### src/hdl/qerm_pkg.sv
// Shared types, constants and decode function for the quadrature encoder speed meter.
package qerm_pkg;

   // Field widths fixed by the item layout.
   localparam int SPEED_W = 16;
   localparam int COUNT_W = 16;
   localparam int PINS_W  = 2;
   localparam int DIR_W   = 2;

   // Default history depth and register reset value.
   localparam int                 DEF_HISTORY_DEPTH = 5;
   localparam logic [SPEED_W-1:0] RPM_SCALE_RESET   = 16'd15000;
   localparam logic [COUNT_W-1:0] COUNT_MAX         = 16'hFFFF;

   // Item kinds.
   localparam logic FUNC_TICK = 1'b0;
   localparam logic FUNC_ENC  = 1'b1;

   // Direction codes.
   localparam logic [DIR_W-1:0] DIR_NONE = 2'd0;
   localparam logic [DIR_W-1:0] DIR_CW   = 2'd1;
   localparam logic [DIR_W-1:0] DIR_CCW  = 2'd2;

   typedef struct packed {
      logic              func;
      logic [PINS_W-1:0] pins;
   } req_type;

   typedef struct packed {
      logic [DIR_W-1:0]   direction;
      logic [SPEED_W-1:0] speed;
   } rsp_type;

   // Commands from the controller to the datapath.
   typedef struct packed {
      logic tick;
      logic enc;
      logic hold_rsp;
      logic sum_step;
      logic div_start;
      logic commit;
   } cmd_type;

   // Status from the datapath to the controller.
   typedef struct packed {
      logic moving;
      logic sum_last;
      logic div_done;
   } status_type;

   // Decode the previous and current pin pair into a direction.
   function automatic logic [DIR_W-1:0] classify(input logic [2*PINS_W-1:0] code);
      logic [DIR_W-1:0] dir;
      case (code) inside
         4'd1, 4'd7, 4'd8, 4'd14:  dir = DIR_CW;
         4'd2, 4'd4, 4'd11, 4'd13: dir = DIR_CCW;
         default:                  dir = DIR_NONE;
      endcase
      return dir;
   endfunction

endpackage

### src/hdl/qerm_div.sv
// Restoring bit-serial unsigned divider, one quotient bit per cycle.
module qerm_div #(
   parameter int DW = qerm_pkg::SPEED_W
) (
   input  logic          clock,
   input  logic          reset,
   input  logic          start,
   input  logic [DW-1:0] num,
   input  logic [DW-1:0] den,
   output logic          done,
   output logic [DW-1:0] quo
);

   localparam int CNT_W = (DW > 1) ? $clog2(DW) : 1;

   logic [DW-1:0]    rem_ff, rem_in;
   logic [DW-1:0]    quo_ff, quo_in;
   logic [DW-1:0]    den_ff;
   logic [CNT_W-1:0] cnt_ff;
   logic             busy_ff;
   logic             done_ff;
   logic [DW:0]      shifted;
   logic [DW:0]      diff;

   // One restoring step: shift in the next numerator bit and try to subtract.
   always_comb begin
      shifted = {rem_ff, quo_ff[DW-1]};
      diff    = shifted - {1'b0, den_ff};
      if (!diff[DW]) begin
         rem_in = diff[DW-1:0];
         quo_in = {quo_ff[DW-2:0], 1'b1};
      end else begin
         rem_in = shifted[DW-1:0];
         quo_in = {quo_ff[DW-2:0], 1'b0};
      end
   end

   // Control of the iteration.
   always_ff @(posedge clock) begin
      if (reset) begin
         busy_ff <= 1'b0;
         done_ff <= 1'b0;
         cnt_ff  <= '0;
      end else if (start) begin
         busy_ff <= 1'b1;
         done_ff <= 1'b0;
         cnt_ff  <= '0;
      end else if (busy_ff) begin
         cnt_ff <= cnt_ff + 1'b1;
         if (cnt_ff == CNT_W'(DW - 1)) begin
            busy_ff <= 1'b0;
            done_ff <= 1'b1;
         end
      end else begin
         done_ff <= 1'b0;
      end
   end

   // Remainder, quotient and divisor registers.
   always_ff @(posedge clock) begin
      if (start) begin
         rem_ff <= '0;
         quo_ff <= num;
         den_ff <= den;
      end else if (busy_ff) begin
         rem_ff <= rem_in;
         quo_ff <= quo_in;
      end
   end

   assign done = done_ff;
   assign quo  = quo_ff;

endmodule

### src/hdl/qerm_dp.sv
// Datapath: pin decode, interval counter, history, mean and speed arithmetic.
module qerm_dp #(
   parameter int HISTORY_DEPTH = qerm_pkg::DEF_HISTORY_DEPTH
) (
   input  logic                          clock,
   input  logic                          reset,
   input  qerm_pkg::cmd_type             cmd,
   output qerm_pkg::status_type          status,
   input  qerm_pkg::req_type             req_data,
   output qerm_pkg::rsp_type             rsp_data,
   input  logic                          csr_we,
   input  logic [qerm_pkg::SPEED_W-1:0]  csr_wdata
);

   localparam int SUM_W = qerm_pkg::COUNT_W + $clog2(HISTORY_DEPTH + 1);
   localparam int IDX_W = (HISTORY_DEPTH > 1) ? $clog2(HISTORY_DEPTH) : 1;
   localparam int SPD_W = qerm_pkg::SPEED_W;

   // The mean divides by the element count, a constant. A rounded-up reciprocal
   // scaled by 2**RECIP_SH makes (sum * RECIP) >> RECIP_SH the exact truncated
   // quotient for every sum that fits in SUM_W bits.
   localparam int DIVISOR  = HISTORY_DEPTH + 1;
   localparam int RECIP_SH = SUM_W + $clog2(DIVISOR);
   localparam int RECIP_W  = SUM_W + 1;
   localparam int PROD_W   = SUM_W + RECIP_W;
   localparam logic [RECIP_W-1:0] RECIP =
      RECIP_W'(((longint'(1) << RECIP_SH) + longint'(DIVISOR) - 1) / longint'(DIVISOR));

   logic [qerm_pkg::SPEED_W-1:0] scale_ff;
   logic [qerm_pkg::PINS_W-1:0]  prev_pins_ff;
   logic [qerm_pkg::COUNT_W-1:0] count_ff;
   logic [qerm_pkg::COUNT_W-1:0] hist_ff [HISTORY_DEPTH];
   logic [qerm_pkg::SPEED_W-1:0] speed_ff;
   logic [qerm_pkg::DIR_W-1:0]   dir_ff;
   logic [SUM_W-1:0]             acc_ff;
   logic [IDX_W-1:0]             idx_ff;
   qerm_pkg::rsp_type            rsp_ff;

   logic [qerm_pkg::DIR_W-1:0]   dir_now;
   logic [PROD_W-1:0]            mean_prod;
   logic [qerm_pkg::SPEED_W-1:0] mean;
   logic [qerm_pkg::SPEED_W-1:0] div_den;
   logic [qerm_pkg::SPEED_W-1:0] div_quo;
   logic                         div_done;
   logic [qerm_pkg::SPEED_W-1:0] speed_new;

   // Decode the pin pair of the current beat against the stored pair.
   assign dir_now = qerm_pkg::classify({prev_pins_ff, req_data.pins});

   // Mean of the intervals by reciprocal multiply; a zero mean counts as one.
   assign mean_prod = PROD_W'(acc_ff) * PROD_W'(RECIP);
   assign mean      = mean_prod[RECIP_SH +: qerm_pkg::SPEED_W];
   assign div_den   = (mean == '0) ? SPD_W'(1) : mean;

   // The divider turns scale over mean into the speed.
   qerm_div #(
      .DW (qerm_pkg::SPEED_W)
   ) u_div (
      .clock (clock),
      .reset (reset),
      .start (cmd.div_start),
      .num   (scale_ff),
      .den   (div_den),
      .done  (div_done),
      .quo   (div_quo)
   );

   assign speed_new = div_quo;

   // Configuration register.
   always_ff @(posedge clock) begin
      if (reset) begin
         scale_ff <= qerm_pkg::RPM_SCALE_RESET;
      end else if (csr_we) begin
         scale_ff <= csr_wdata;
      end
   end

   // Pin history, interval counter, interval history and speed.
   always_ff @(posedge clock) begin
      if (reset) begin
         prev_pins_ff <= '0;
         count_ff     <= '0;
         speed_ff     <= '0;
         for (int i = 0; i < HISTORY_DEPTH; i++) begin
            hist_ff[i] <= '0;
         end
      end else begin
         if (cmd.tick && count_ff != qerm_pkg::COUNT_MAX) begin
            count_ff <= count_ff + 1'b1;
         end
         if (cmd.enc) begin
            prev_pins_ff <= req_data.pins;
         end
         if (cmd.commit) begin
            speed_ff   <= speed_new;
            count_ff   <= '0;
            hist_ff[0] <= count_ff;
            for (int i = 1; i < HISTORY_DEPTH; i++) begin
               hist_ff[i] <= hist_ff[i-1];
            end
         end
      end
   end

   // Running sum over the current interval and the stored intervals.
   always_ff @(posedge clock) begin
      if (cmd.enc) begin
         dir_ff <= dir_now;
         acc_ff <= SUM_W'(count_ff);
         idx_ff <= '0;
      end else if (cmd.sum_step) begin
         acc_ff <= acc_ff + SUM_W'(hist_ff[idx_ff]);
         idx_ff <= idx_ff + 1'b1;
      end
   end

   // Result register.
   always_ff @(posedge clock) begin
      if (cmd.hold_rsp) begin
         rsp_ff.direction <= qerm_pkg::DIR_NONE;
         rsp_ff.speed     <= speed_ff;
      end else if (cmd.commit) begin
         rsp_ff.direction <= dir_ff;
         rsp_ff.speed     <= speed_new;
      end
   end

   assign status.moving   = (dir_now != qerm_pkg::DIR_NONE);
   assign status.sum_last = (idx_ff == IDX_W'(HISTORY_DEPTH - 1));
   assign status.div_done = div_done;
   assign rsp_data        = rsp_ff;

endmodule

### src/hdl/qerm_ctrl.sv
// Controller: sequences accept, summation, the speed division and result hand-off.
module qerm_ctrl (
   input  logic                 clock,
   input  logic                 reset,
   input  logic                 req_valid,
   input  logic                 req_func,
   output logic                 req_stall,
   output logic                 rsp_valid,
   input  logic                 rsp_stall,
   output qerm_pkg::cmd_type    cmd,
   input  qerm_pkg::status_type status
);

   typedef enum logic [2:0] {
      ST_IDLE,
      ST_SUM,
      ST_SPEED_GO,
      ST_SPEED,
      ST_FINISH
   } state_type;

   state_type state_ff, state_in;
   logic      rsp_valid_ff, rsp_valid_in;
   logic      out_free;

   // The result register can take a new beat at this edge.
   assign out_free = !rsp_valid_ff || !rsp_stall;

   // Next state and commands.
   always_comb begin
      state_in  = state_ff;
      cmd       = '0;
      req_stall = 1'b1;
      case (state_ff)
         ST_IDLE: begin
            req_stall = (req_func == qerm_pkg::FUNC_ENC) && !out_free;
            if (req_valid && !req_stall) begin
               if (req_func == qerm_pkg::FUNC_TICK) begin
                  cmd.tick = 1'b1;
               end else begin
                  cmd.enc = 1'b1;
                  if (status.moving) begin
                     state_in = ST_SUM;
                  end else begin
                     cmd.hold_rsp = 1'b1;
                  end
               end
            end
         end
         ST_SUM: begin
            cmd.sum_step = 1'b1;
            if (status.sum_last) begin
               state_in = ST_SPEED_GO;
            end
         end
         ST_SPEED_GO: begin
            cmd.div_start = 1'b1;
            state_in      = ST_SPEED;
         end
         ST_SPEED: begin
            if (status.div_done) begin
               state_in = ST_FINISH;
            end
         end
         ST_FINISH: begin
            if (out_free) begin
               cmd.commit = 1'b1;
               state_in   = ST_IDLE;
            end
         end
         default: begin
            state_in = ST_IDLE;
         end
      endcase
   end

   // Result valid: set on a load, cleared when the beat is taken.
   always_comb begin
      if (cmd.hold_rsp || cmd.commit) begin
         rsp_valid_in = 1'b1;
      end else if (rsp_valid_ff && !rsp_stall) begin
         rsp_valid_in = 1'b0;
      end else begin
         rsp_valid_in = rsp_valid_ff;
      end
   end

   // State and registered outputs.
   always_ff @(posedge clock) begin
      if (reset) begin
         state_ff     <= ST_IDLE;
         rsp_valid_ff <= 1'b0;
      end else begin
         state_ff     <= state_in;
         rsp_valid_ff <= rsp_valid_in;
      end
   end

   assign rsp_valid = rsp_valid_ff;

endmodule

### src/hdl/quadrature_encoder_rpm_meter.sv
// Top level of the quadrature encoder decoder with speed meter.
//
// The req channel carries two kinds of beats: a timer tick (func 0) that advances
// the saturating interval counter, and an encoder sample (func 1) with the A/B pin
// levels. Only encoder samples produce a beat on the rsp channel, giving the
// direction and the current speed. The csr port writes the speed scale numerator.
// An encoder sample with no valid step loads its answer into the result register as
// it is accepted. A valid step sums the current and stored intervals, forms the mean
// by a reciprocal multiply as the bit-serial divider starts, and divides the scale by
// the mean at one quotient bit per cycle.
// One item is in work at a time; the next may be accepted while the result waits.
// Reset clears the counter, history, pin pair and speed and loads the default scale.
// A stalled result holds its beat; an encoder sample is then held off until the
// result register frees up, while ticks are still taken.
module quadrature_encoder_rpm_meter #(
   parameter int HISTORY_DEPTH = qerm_pkg::DEF_HISTORY_DEPTH
) (
   input  logic                         clock,
   input  logic                         reset,
   input  logic                         req_valid,
   output logic                         req_stall,
   input  qerm_pkg::req_type            req_data,
   output logic                         rsp_valid,
   input  logic                         rsp_stall,
   output qerm_pkg::rsp_type            rsp_data,
   input  logic                         csr_we,
   input  logic [qerm_pkg::SPEED_W-1:0] csr_wdata
);

   qerm_pkg::cmd_type    cmd;
   qerm_pkg::status_type status;

   // Sequencer.
   qerm_ctrl u_ctrl (
      .clock     (clock),
      .reset     (reset),
      .req_valid (req_valid),
      .req_func  (req_data.func),
      .req_stall (req_stall),
      .rsp_valid (rsp_valid),
      .rsp_stall (rsp_stall),
      .cmd       (cmd),
      .status    (status)
   );

   // Arithmetic and state.
   qerm_dp #(
      .HISTORY_DEPTH (HISTORY_DEPTH)
   ) u_dp (
      .clock     (clock),
      .reset     (reset),
      .cmd       (cmd),
      .status    (status),
      .req_data  (req_data),
      .rsp_data  (rsp_data),
      .csr_we    (csr_we),
      .csr_wdata (csr_wdata)
   );

endmodule

### config.mk
export PLATFORM = sky130hd
export DESIGN_NAME = quadrature_encoder_rpm_meter
export DESIGN_NICKNAME = d
export VERILOG_FILES = /design/src/hdl/qerm_pkg.sv /design/src/hdl/qerm_div.sv /design/src/hdl/qerm_dp.sv /design/src/hdl/qerm_ctrl.sv /design/src/hdl/quadrature_encoder_rpm_meter.sv
export SDC_FILE = /design/constraint.sdc
export NUM_CORES = 1
export LEC_CHECK = 0
export BUFFER_PORTS_ARGS = -buffer_cell sky130_fd_sc_hd__buf_4
export CAP_MARGIN = 20
export CORE_MARGIN = 5
export CORE_UTILIZATION = 60
export CTS_CLUSTER_DIAMETER = 30
export DETAILED_ROUTE_END_ITERATION = 10
export PLACE_DENSITY = 0.77
export SLEW_MARGIN = 25
export SYNTH_ARGS = -nofsm -noshare
export SYNTH_HDL_FRONTEND = slang
export SYNTH_SLANG_ARGS = --single-unit
### constraint.sdc
create_clock -name clock -period 18.85 [get_ports clock]
set_input_delay 1.885 -clock clock [delete_from_list [all_inputs] [get_ports clock]]
set_output_delay 1.885 -clock clock [all_outputs]
set_load 0.03 [all_outputs]
Yosys cells after proc, flatten, opt, wreduce, memory -nomap -nowiden
Memories as Yosys holds them, arrays and structs flattened. A register that Yosys moved wholly into a read port is not among the register bits.
Cells that the tools add are included.
Widths: inputs -> output; s select.
- flip-flop bits (word level): 150
- RAM bits: 80
- input port bits: 24
- output and inout port bits: 20
- memories: 1
- add/subtract/negate cells: 5
- multipliers: 1
- equal/unequal tests: 21
- multiplexer cells: 44
- bitwise operators: 6
- reduce and logical (&&, ||, !) cells: 23
- memories (memory ; words ; width ; read ports ; clocked after Yosys merged registers in ; write ports ; line ; source):
    u_dp.hist_ff ; 5 ; 16 ; 5 ; 1 ; 5 ; qerm_dp.sv:32 ; logic [qerm_pkg::COUNT_W-1:0] hist_ff [HISTORY_DEPTH];
- operators with widths (cell ; count):
    $mux 16 ; 12
    $mul 19x20->38 const B ; 1
    $mux 3 ; 10
    $eq 4x4->1 const B ; 5
    $add 19x16->19 ; 1
    $mux 1 ; 18
    $sub 17x16->17 ; 1
    $add 16x1->16 const B ; 1
    $logic_not 16->1 ; 1
    $ne 16x16->1 const B ; 1
    $pmux 3 s5 ; 1
    $reduce_bool 2->1 ; 5
    $eq 4x3->1 const B ; 2
    $reduce_or 4->1 ; 2
    $eq 3x2->1 const B ; 2
    $eq 3x3->1 const B ; 2
    $mux 2 ; 3
    $ne 2x1->1 const B ; 3
    $ne 2x2->1 const B ; 3
    $reduce_and 6->1 ; 1
    $or 1x1->1 ; 5
    $add 4x1->4 const B ; 1
    $eq 4x1->1 const B ; 1
    $eq 4x2->1 const B ; 1
    other kinds (9) ; 17

Depth between registers and ports, before layout
Gate-level depths: netlist of the first run.
- depth in word-level cells: 11
- mapped depth: 23

Cells and area by module
From an unflattened synthesis of the first run, not the netlist that was laid out.
- cells, all modules: 1543
- area total of the unflattened synthesis: 16716.0 um^2
- by module, submodules not included (module ; instances ; cells each ; area an instance (um^2) ; seq. area each (um^2)):
    qerm_dp ; 1 ; 1238 ; 13444.1 ; 4644.5
    qerm_div ; 1 ; 276 ; 3025.4 ; 1401.3
    qerm_ctrl ; 1 ; 29 ; 246.5 ; 80.1

Worst setup path before layout of the first run
Ideal clock, no wire load.
- path kind: register to register
- start: reg u_dp.acc_ff[6]
- end: reg u_dp.u_div.den_ff[0] (data pin)
- setup time: 0.131 ns
- data arrival time: 5.943 ns
- slack: 12.776 ns
- cell stages (with the launch flop): 22
- path buffers: 0
- cells stage by stage: edfxtp_1 > ha_1 > inv_1 > fa_1 > fa_1 > fa_1 > inv_1 > fa_1 > inv_1 > fa_1 > inv_1 > ha_1 > nand4_2 > o41ai_2 > o21bai_2 > nand4b_1 > nand3_1 > a31oi_2 > xor2_1 > or3_1 > nor4b_2 > a31o_1
- cells in the longest elaborated chain, start to end: 2
- ends and longest elaborated chain (item ; line ; source):
    start, declared ; qerm_dp.sv:35 ; logic [SUM_W-1:0] acc_ff;
    start signal, assigned ; qerm_dp.sv:110 ; acc_ff <= SUM_W'(count_ff);
    start signal, assigned ; qerm_dp.sv:113 ; acc_ff <= acc_ff + SUM_W'(hist_ff[idx_ff]);
    $mul 19x20->38 (*) ; qerm_dp.sv:51 ; assign mean_prod = PROD_W'(acc_ff) * PROD_W'(RECIP);
    $logic_not 16->1 ; qerm_dp.sv:53 ; assign div_den = (mean == '0) ? SPD_W'(1) : mean;
    end signal, assigned ; qerm_div.sv:64 ; den_ff <= den;
    end, declared ; qerm_div.sv:18 ; logic [DW-1:0] den_ff;
Mark *: on every way between the ends. The rest lies on a longest branch, timed or not.
A chain may end at the register's enable or synchronous reset.

Final worst setup path of the first run
Ends and elaborated chain as after synthesis.

==> impl_results.md, run 1 <==
- Status: finished clean
- Drt first pass iters: 5
- Area delta synth->final: 15.4%
- Max-cap violations: 0
- Main synth FF type: edfxtp_1
- Htree depth: 2
- Finished Core Util: 0.701
- Synthesized area: ~16000 um^2
- CTS sink cnt: 233
- Max frequency: 151 MHz
- Post-route DRC: 0
- Yosys cell types: 67
- FP Rows: 60
- Sequential cell area fraction in the yosys report: 0.375
- Synth top area share: 0.269
- RR Startpoint: u_dp.acc_ff[6]
- Postcts setup bufs: 0
- Core ar.: 26900 um^2
- All-Layer GR Usage: 0.220
- Most frequent cells in the layout: inv_1, ha_1, edfxtp_1, fa_1, nand2_1
- Setup TNS: 0 ps
- Min-delay src: u_dp.speed_ff[1]
- Critical path fanouts, max: 7
- Final net count: 1874
- Die X: 175 um
- Clock Path Buffers: 3
- WL final: around 33000 um
- Routed via count: 10900
- Final Hold Fails: 0
- Die H: 175 um
- Post-route ant nets: 0
- Detail Placement HPWL: 24000 um
- Area share of and/or/nand/nor cells after synthesis: 0.117
- Antenna fix cells: 0
- Synth Area in XOR/XNOR: 0.0371
- FF+latch count, synth: 233
- CTS Hold Bufs: 0
- Post-cts repair resize count: 0
- Port bufs: 43
- Antenna violations before repair: 0
- Syn Inst Count: 1518
- Cell taking the most area after synthesis: edfxtp_1
- Area contributors post-synth: edfxtp_1, ha_1, fa_1
- Drt wl/cell: 16.8 um
- Worst-Skew Late Latency: 550 ps
- Commonest non-fill, non-tap cell in the layout: inv_1
- WHS Path Cells: 2
- Setup Viol. Count Final: 0
- Critical path type: register to register
- Largest net degree at the start of global routing: 83
- Vias in the first global route: 11500
- Total Die Area: 30600 um^2
- Measured slew at the worst slew-check pin: 977 ps
- Critical Path RT: 19270 ps
- Setup repair after global routing missed its margin: false
- Crit path DAT: between 7000 and 8000 ps
- Fin crit share: 0.352
- Iteration-0 DRC Markers: 678
- Worst setup EP type: register
- Asr flop ratio synth: 0
- CTS tree: built
- First-pass GRT wire length: 55900 um
- Final Critical Period: 6630 ps
- Yosys warns: 0
- Vias per cell: 5.56
- Main combinational cell family by area after synthesis: adder cells
- Root buf cell: clkbuf_16
- WHS Endpoint: u_dp.speed_ff[1]
- Clock Pin Slew Worst Setup and Hold Paths: about 50 ps
- Post-Synth Adder-Cell Area: 0.251
- GP Congestion: 0.910
- Startpoint type of the worst setup path: register
- Share of layout cells above drive strength 1: 0.140
- Internal reg-to-reg setup slack: 12220 ps
- Hold WC Path Type: register to register
- Number of synthesized flops with an enable pin: roughly 150
- GRT overflow: 0
- Average size of a mapped cell: around 11 um^2
- Slew headroom: 0.349
- TritonCTS buffer count: 52
- FF-to-FF path depth: 21
- Initial Util: 0.607
- Slew Limit Fails: 0
- Syn_nets: ~1800
- Worst Skew: 21.2 ps
- Reg2reg end: u_dp.u_div.den_ff[0]
- Io pins: 44
- Mux contribution to synthesized area: 0.0730
- Compound-Gate Fraction of Synth Area: 0.0830
synth_stat cells, types with 10 or more instances:
master      n
dfxtp_1    87
nor2b_1    19
edfxtp_1  146
clkbuf_1   34
nor2_1     83
a21o_1     14
ha_1      166
inv_1     232
mux2_2     48
and3_1     11
o21a_1     10
a21oi_1    67
nand3_1    18
and2_1     88
xor2_1     35
mux2i_1    29
nor3_1     15
mux4_2     16
fa_1      101
nand4_1    15
o21ai_0    37
xnor2_1    31
a211o_1    10
nand2_1    98
worst max-delay path: stages (launching register included):
cell and delay, ps:
edfxtp_1 480, ha_1 350, inv_1 120, fa_1 500, fa_1 670, inv_1 100
fa_1 500, fa_1 550, inv_1 50, fa_1 520, inv_1 40, ha_1 390
inv_1 100, nor4_1 320, o31ai_1 210, nand4b_1 220, nand3_1 180, a31oi_2 310
xor2_1 120, or3_1 400, nor4b_2 220, a31o_1 160
worst max-delay path by stage:
stage          cells after the start  slack (ps)                    to      startpoint
2_1_floorplan                     21       12780  u_dp.u_div.den_ff[0]  u_dp.acc_ff[6]
3_3_place_gp                      21       12380  u_dp.u_div.den_ff[0]  u_dp.acc_ff[6]
3_5_place_dp                      21       12270  u_dp.u_div.den_ff[0]  u_dp.acc_ff[6]
4_1_cts                           21       12250  u_dp.u_div.den_ff[0]  u_dp.acc_ff[6]
5_1_grt                           21       11890  u_dp.u_div.den_ff[0]  u_dp.acc_ff[6]
6_report                          21       12220  u_dp.u_div.den_ff[0]  u_dp.acc_ff[6]
cells by family (layout without fill, tap and decap cells):
group                      count (synthesis)  in the layout
AOI/OAI and AO/OA                        205            205
xor gates and xnor gates                  67             67
adders and majority gates                267            267
buffers and inverters                    274            383
DFF                                      233            233
muxes                                     93             93
and+or+nand+nor                          379            379
registers in the layout (all words and copies together) (netlist names), 4 cells and up, named ones only:
| signal | flops |
|---|---|
| u_dp.hist_ff | 80 |
| u_dp.acc_ff | 19 |
| u_dp.rsp_data | 18 |
| u_dp.count_ff | 16 |
| u_dp.scale_ff | 16 |
| u_dp.speed_ff | 16 |
| u_dp.u_div.den_ff | 16 |
| u_dp.u_div.quo | 16 |
| u_dp.u_div.rem_ff | 16 |
| u_dp.u_div.cnt_ff | 4 |
cell type report:
class,count,area [um^2]
Timing Repair Buffer,53,398
Fill cell,1871,8040
Inverter,232,871
Clock buffer,60,1370
Tap cell,341,427
Clock inverter,38,463
Multi-Input combinational cell,1011,9180
Sequential cell,233,6130
layer usage:
layer	wire length (um)	GRT usage	vias up
li1	-	-	5334
met1	14500	0.295	5349
met2	16600	0.374	206
met3	1280	0.0394	54
met4	724	0.0599	0
met5	0	0	-
through the flow:
stage	instances	worst slack (ps)	area [um^2]	hold slack, ps
5_1_grt	1968	11890	18800	481
2_1_floorplan	1518	12780	16300	434
6_report	1968	12220	18800	457
3_3_place_gp	1870	12380	17000	440
4_1_cts	1968	12250	18800	461
3_5_place_dp	1870	12270	17000	448
Power of run 1 is left out: the tool's default activity adds up to more than one toggle a clock period on the data nets, which glitch-free logic cannot reach.
==> run 2, diff against run 1 <==
Settings changed: ABC_AREA set to 1, CORE_UTILIZATION 60 to 58, PLACE_DENSITY 0.77 to 0.78.
Clock period 18.85 ns to 5.5 ns, I/O delays scaled along.
==> impl_results.md, run 2 <==
- Reg2reg end: u_dp.u_div.den_ff[0] (unchanged)
- Synthesized area: 17600 um^2 (was 16300 um^2)
- Yosys cell types: 50 (was 67)
- Commonest non-fill, non-tap cell in the layout: inv_1 (unchanged)
- RR Startpoint: u_dp.acc_ff[4] (was u_dp.acc_ff[6])
- Critical path fanouts, max: 4 (was 7)
- Post-Synth Adder-Cell Area: 0.233 (was 0.251)
- Mux contribution to synthesized area: 0 (was 0.0730)
- Critical path type: register to register (unchanged)
- Sequential cell area fraction in the yosys report: 0.348 (was 0.375)
- Slew Limit Fails: 0 (unchanged)
- FF+latch count, synth: 233 (unchanged)
- Crit path DAT: 5630 ps (was 7050 ps)
- Worst-Skew Late Latency: 550 ps (about the same)
- Htree depth: 2 (unchanged)
- WHS Path Cells: 3 (was 2)
- First-pass GRT wire length: 70300 um (was 55900 um)
- CTS sink cnt: 233 (unchanged)
- Post-route DRC: 0 (unchanged)
- CP top delay family: adder cells (unchanged)
- Number of synthesized flops with an enable pin: 146 (unchanged)
- Biggest register: u_dp.hist_ff (unchanged)
- Final Critical Period: 5320 ps (was 6630 ps)
- Max-cap violations: 0 (unchanged)
- FF-to-FF path depth: 26 (was 21)
- CTS Hold Bufs: 0 (unchanged)
- Syn_nets: 2488 (was 1809)
- FILL cells: 2200 (was 1871)
- Routed via count: 14700 (was 10900)
- Drt wl/cell: 15.7 um (was 16.8 um)
- Final net count: 2614 (was 1874)
- Synth Area in XOR/XNOR: 0.0139 (was 0.0371)
- Area share of and/or/nand/nor cells after synthesis: 0.185 (was 0.117)
- Area contributors post-synth: edfxtp_1, ha_1, fa_1 (unchanged)
- Number of flip-flops in the largest register: 80 (unchanged)
- Syn Inst Count: 2197 (was 1518)
- Hold WC Path Type: primary input to register (was register to register)
- Critical-path top delay cell: fa_2 (was fa_1)
- FP Rows: 63 (was 60)
- Slew headroom: 0.324 (was 0.349)
- Worst Skew: 25.1 ps (was 21.2 ps)
- Io pins: 44 (unchanged)
- Initial Util: 0.591 (was 0.607)
- Antenna fix cells: 0 (unchanged)
- Clock Path Buffers: 3 (unchanged)
- Final hold slack: 211 ps (was 457 ps)
- Compound-Gate Fraction of Synth Area: 0.102 (was 0.0830)
- Setup crit end: u_dp.u_div.den_ff[0] (unchanged)
- Measured slew at the worst slew-check pin: 1010 ps (was 977 ps)
- Critical path origin: u_dp.acc_ff[4] (was u_dp.acc_ff[6])
- All-Layer GR Usage: 0.253 (was 0.220)
- Main combinational cell family by area after synthesis: adder cells (unchanged)
- Stages on worst setup path: 26 (was 21)
- Most frequent cells in the layout: inv_1, nand2_1, nor2_1, ha_1, edfxtp_1 (was inv_1, ha_1, edfxtp_1, fa_1, nand2_1)
- Worst setup EP type: register (unchanged)
- Share of layout cells above drive strength 1: 0.142 (was 0.140)
- Average size of a mapped cell: 8.02 um^2 (was 10.8 um^2)
- Root buf cell: clkbuf_16 (unchanged)
- Area delta synth->final: 19.1% (was 15.4%)
- Die X: 184 um (was 175 um)
- Antenna violations before repair: 0 (unchanged)
- Largest net degree at the start of global routing: 86 (was 83)
- Fin crit share: 0.968 (was 0.352)
- Final Hold Fails: 0 (unchanged)
- GP Congestion: 0.927 (was 0.910)
- Most frequent cell after synthesis: inv_1 (unchanged)
- TritonCTS buffer count: 48 (was 52)
- Setup Viol. Count Final: 0 (unchanged)
- Status: finished clean (unchanged)
- Multi-input gate area: 9890 um^2 (was 9180 um^2)
- Vias per cell: 5.34 (was 5.56)
- Total Die Area: 34000 um^2 (was 30600 um^2)
- Cell taking the most area after synthesis: edfxtp_1 (unchanged)
- Port bufs: 43 (unchanged)
- Startpoint type of the worst setup path: register (unchanged)
- Synth top area share: 0.249 (was 0.269)
- Internal reg-to-reg setup slack: 180 ps (was 12220 ps)
- Buf+Inv Stages, Crit Path: 7 (was 5)
- Iteration-0 DRC Markers: 1164 (was 678)
- GRT overflow: 0 (unchanged)
- Main synth FF type: edfxtp_1 (unchanged)
- Most common cell on crit path: nand2_1
- Register area: 6130 um^2 (about the same)
- Clock Pin Slew Worst Setup and Hold Paths: 50 ps (about the same)
- WL final: 43300 um (was 33100 um)
- Yosys warns: 0 (unchanged)
- Die H: 184 um (was 175 um)
- Critical Path RT: 5800 ps (was 19270 ps)
- Max frequency: 188 MHz (was 151 MHz)
- Drt first pass iters: 6 (was 5)
- Post-route ant nets: 0 (unchanged)
- CTS tree: built (unchanged)
- Most frequent cells after synthesis: inv_1, nand2_1, nor2_1 (was inv_1, ha_1, edfxtp_1)
- Asr flop ratio synth: 0 (unchanged)
- Core ar.: 29800 um^2 (was 26900 um^2)
- Vias in the first global route: 14500 (was 11500)
- CP peak stage delay: 590 ps (was 670 ps)
- Detail Placement HPWL: 32600 um (was 24000 um)
-- run 2: cell types whose count changed after synthesis, sizes merged, moves of 21 or more --
| cell | delta |
|---|---|
| mux2 | -48 |
| a21oi | +43 |
| o21ai | +121 |
| nor2 | +140 |
| inv | +276 |
| nand3 | +46 |
| nand2 | +344 |
| xnor2 | -21 |
| and2 | -89 |
| mux2i | -29 |
-- run 2: repair_timing --
action,in CTS,in global routing
pin swaps,1,35
setup buffers,1,5
resized for setup,5,113
setup endpoints to repair,1,15
-- run 2: cell families after synthesis --
logic type / count (synthesis)
AND/OR/NAND/NOR: 785
AO/OA/AOI/OAI: 332
buffers and inverters: 552
adder cells (fa/ha/maj): 267
XOR/XNOR: 28
flip-flops: 233
-- run 2: stage by stage --
stage / std cells / cell area (um^2) / TNS, ps / setup slack (ps) / utilization
after floorplan: 2197 / 17600 / 0 / 242 / -
after global placement: 2657 / 18800 / 0 / 19.3 / 0.631
after detailed placement: 2657 / 18800 / -62.2 / -62.2 / 0.631
after CTS: 2748 / 20500 / 0 / 12.8 / 0.688
after global routing: 2753 / 21000 / -41.3 / -41.3 / 0.704
final: 2753 / 21000 / 0 / 177 / 0.704
-- run 2: worst reg2reg max path, cell delays in order (launching register included) --
cell	delay [ps]
edfxtp_1	430
ha_4	300
inv_2	40
fa_2	590
fa_2	510
fa_1	520
inv_1	60
fa_1	530
inv_1	60
fa_1	550
inv_1	70
ha_4	290
nand2_2	90
inv_2	70
nand2_1	50
nand2_1	90
inv_1	50
nand2_2	70
inv_1	40
nand2_1	80
nand3b_1	160
nand3b_1	130
nand2_1	90
nand2_1	80
nor2_1	40
nand3_1	70
nand2_1	60
-- run 2: how the worst min path moves through the flow --
stage / startpoint / endpoint / slack [ps]
floorplan: u_dp.speed_ff[10] / u_dp.speed_ff[10] / 430
global placement: u_dp.speed_ff[7] / u_dp.speed_ff[7] / 440
detailed placement: u_dp.speed_ff[5] / u_dp.speed_ff[5] / 450
CTS: csr_wdata[9] / u_dp.scale_ff[9] / 210
global route: csr_wdata[6] / u_dp.scale_ff[6] / 220
finish: csr_wdata[9] / u_dp.scale_ff[9] / 210
-- run 2: routing by layer --
layer  wire length [um]  GRT usage  vias to the layer above  part of all wire
met2              21000      0.422                      454              0.49
li1                   -          -                     7221                 -
met5                  0          0                        -                 0
met3               2400     0.0418                       84             0.055
met1              18800      0.343                     6948              0.44
met4               1040     0.0698                        0             0.024
-- run 2: cell type report --
type,count,area share
multi-input cells,1412,0.471
flip-flops and latches,233,0.292
inverters,508,0.0910
clock buffers,65,0.0651
repair buffers,120,0.0435
well taps,390,0.0232
clock inverters,25,0.0142
Power of run 2 is left out for the same reason.
==> run 3, diff against run 2 <==
Settings changed: CORE_MARGIN 5 to unset.
==> impl_results.md, run 3 (synthesized netlist as in run 2, its figures left out) <==
- Root buf cell: clkbuf_16 (unchanged)
- CTS sink cnt: 233 (unchanged)
- Final net count: 2623 (was 2614)
- Post-route ant nets: 0 (unchanged)
- Startpoint type of the worst setup path: register (unchanged)
- Routed via count: 14900 (was 14700)
- RR Startpoint: u_dp.acc_ff[6] (was u_dp.acc_ff[4])
- Critical path type: register to register (unchanged)
- All-Layer GR Usage: 0.283 (was 0.253)
- Max frequency: 188 MHz (about the same)
- Initial Util: 0.591 (unchanged)
- Post-route DRC: 0 (unchanged)
- Post-placement cell count: 2663 (was 2657)
- Measured slew at the worst slew-check pin: 1020 ps (was 1010 ps)
- Core ar.: 29800 um^2 (unchanged)
- Final Hold Fails: 0 (unchanged)
- Vias in the first global route: 14400 (was 14500)
- Drt wl/cell: 15.9 um (was 15.7 um)
- Reg2reg end: u_dp.u_div.den_ff[0] (unchanged)
- Vias per cell: 5.37 (was 5.34)
- Internal reg-to-reg setup slack: 180 ps (about the same)
- Die X: 176 um (was 184 um)
- Hold WC Path Type: primary input to register (unchanged)
- WHS Path Cells: 3 (unchanged)
- First-pass GRT wire length: 69900 um (was 70300 um)
- Clock Pin Slew Worst Setup and Hold Paths: 50 ps (about the same)
- FILL cells: 2161 (was 2200)
- Slew headroom: 0.320 (was 0.324)
- Clock Path Buffers: 3 (unchanged)
- GRT overflow: 0 (unchanged)
- Min-delay src: csr_wdata[12] (was csr_wdata[9])
- Placed Area: 18800 um^2 (about the same)
- Non-Filler Instances: 2764 (was 2753)
- Most frequent cells in the layout: inv_1, nand2_1, nor2_1, ha_1, edfxtp_1 (unchanged)
- Iteration-0 DRC Markers: 1051 (was 1164)
- Final hold slack: 204 ps (was 211 ps)
- Io pins: 44 (unchanged)
- Setup Viol. Count Final: 0 (unchanged)
- Worst-Skew Late Latency: 560 ps (was 550 ps)
- Number of flip-flops in the largest register: 80 (unchanged)
- Biggest register: u_dp.hist_ff (unchanged)
- Critical Path RT: 5810 ps (was 5800 ps)
- Fin crit share: 0.967 (was 0.968)
- FF-to-FF path depth: 23 (was 26)
- Status: finished clean (unchanged)
- Crit path DAT: 5630 ps (about the same)
- Largest net degree at the start of global routing: 81 (was 86)
- Htree depth: 2 (unchanged)
- Max-cap violations: 0 (unchanged)
- Area delta synth->final: 20.2% (was 19.1%)
- Port bufs: 43 (unchanged)
- Share of layout cells above drive strength 1: 0.144 (was 0.142)
- TritonCTS buffer count: 51 (was 48)
- Detail Placement HPWL: 32700 um (was 32600 um)
- WL final: 43900 um (was 43300 um)
- Final Critical Period: 5320 ps (about the same)
- GP Congestion: 0.935 (was 0.927)
- Antenna fix cells: 0 (unchanged)
- Worst setup EP type: register (unchanged)
- Commonest non-fill, non-tap cell in the layout: inv_1 (unchanged)
- WHS Endpoint: u_dp.scale_ff[12] (was u_dp.scale_ff[9])
- Die H: 176 um (was 184 um)
- Drt first pass iters: 6 (unchanged)
- Total Die Area: 31100 um^2 (was 34000 um^2)
- Slew Limit Fails: 0 (unchanged)
- CTS tree: built (unchanged)
- Fin area: 21200 um^2 (was 21000 um^2)
- Antenna violations before repair: 0 (unchanged)
- FP Rows: 63 (unchanged)
- Critical path fanouts, max: 4 (unchanged)
- Worst Skew: 16.3 ps (was 25.1 ps)
## run 3: changes by cell type in the layout (fill, tap and decap cells not counted), moves of 5 or more
| cell | change |
|---|---|
| buf_4 | +8 |
| clkbuf_16 | +5 |
| nor2_1 | +5 |
| nor2_4 | -5 |
| clkbuf_8 | -6 |
## run 3: worst max path at each step
stage / startpoint / to / slack (ps) / cells past startpoint
2_1_floorplan: u_dp.acc_ff[6] / u_dp.u_div.den_ff[0] / 240 / 25
3_3_place_gp: u_dp.acc_ff[4] / u_dp.u_div.den_ff[0] / -2 / 22
3_5_place_dp: u_dp.acc_ff[4] / u_dp.u_div.den_ff[0] / -50 / 24
4_1_cts: u_dp.acc_ff[6] / u_dp.u_div.den_ff[0] / 4 / 25
5_1_grt: u_dp.acc_ff[6] / u_dp.u_div.den_ff[0] / -30 / 25
6_report: u_dp.acc_ff[6] / u_dp.u_div.den_ff[0] / 180 / 23
## run 3: final cells by class
cell class / count / area [um^2] / area share
multi-input combinational: 1412 / 9890 / 0.467
sequential: 233 / 6130 / 0.289
inverter: 508 / 1910 / 0.0901
clock buffer: 64 / 1410 / 0.0665
timing repair buffer: 126 / 958 / 0.0452
tap: 390 / 488 / 0.0230
clock inverter: 31 / 402 / 0.0190
## run 3: critical path, cell delays in order (launching register included)
cell and delay, ps:
edfxtp_1 440, ha_4 300, inv_2 40, fa_2 490, fa_2 630, inv_1 70
fa_1 460, fa_1 550, inv_1 60, fa_1 540, inv_1 60, ha_4 300
nand2_4 80, nor2_4 120, inv_2 70, nor3_4 240, buf_4 150, nand3_2 90
nand3_1 100, nand2_1 70, nand2_1 60, nor2_1 40, nand3_1 70, nand2_1 50
## run 3: metal layers
metal / vias to the layer above / GRT usage / wire [um]
met2: 544 / 0.488 / 21700
met4: 0 / 0.0797 / 936
met1: 7010 / 0.372 / 18700
met3: 76 / 0.0362 / 2500
met5: - / 0 / 0
li1: 7223 / - / -
## run 3: metrics by stage
stage               TNS, ps  setup WS, ps  utilization
floorplan                 0           242            -
global placement      -1.73         -1.73        0.632
detailed placement    -50.3         -50.3        0.632
CTS                       0          4.38        0.694
global route          -32.6         -32.6        0.711
finish                    0           179        0.711
## run 3: what timing repair did
action | CTS | global route
gates resized for setup | 9 | 103
hold buffers | 0 | 0
hold endpoints to repair | 0 | 0
pin swaps | 2 | 42
endpoints found under the setup margin | 1 | 16
buffers inserted | 0 | 6
Power of run 3 is left out for the same reason.
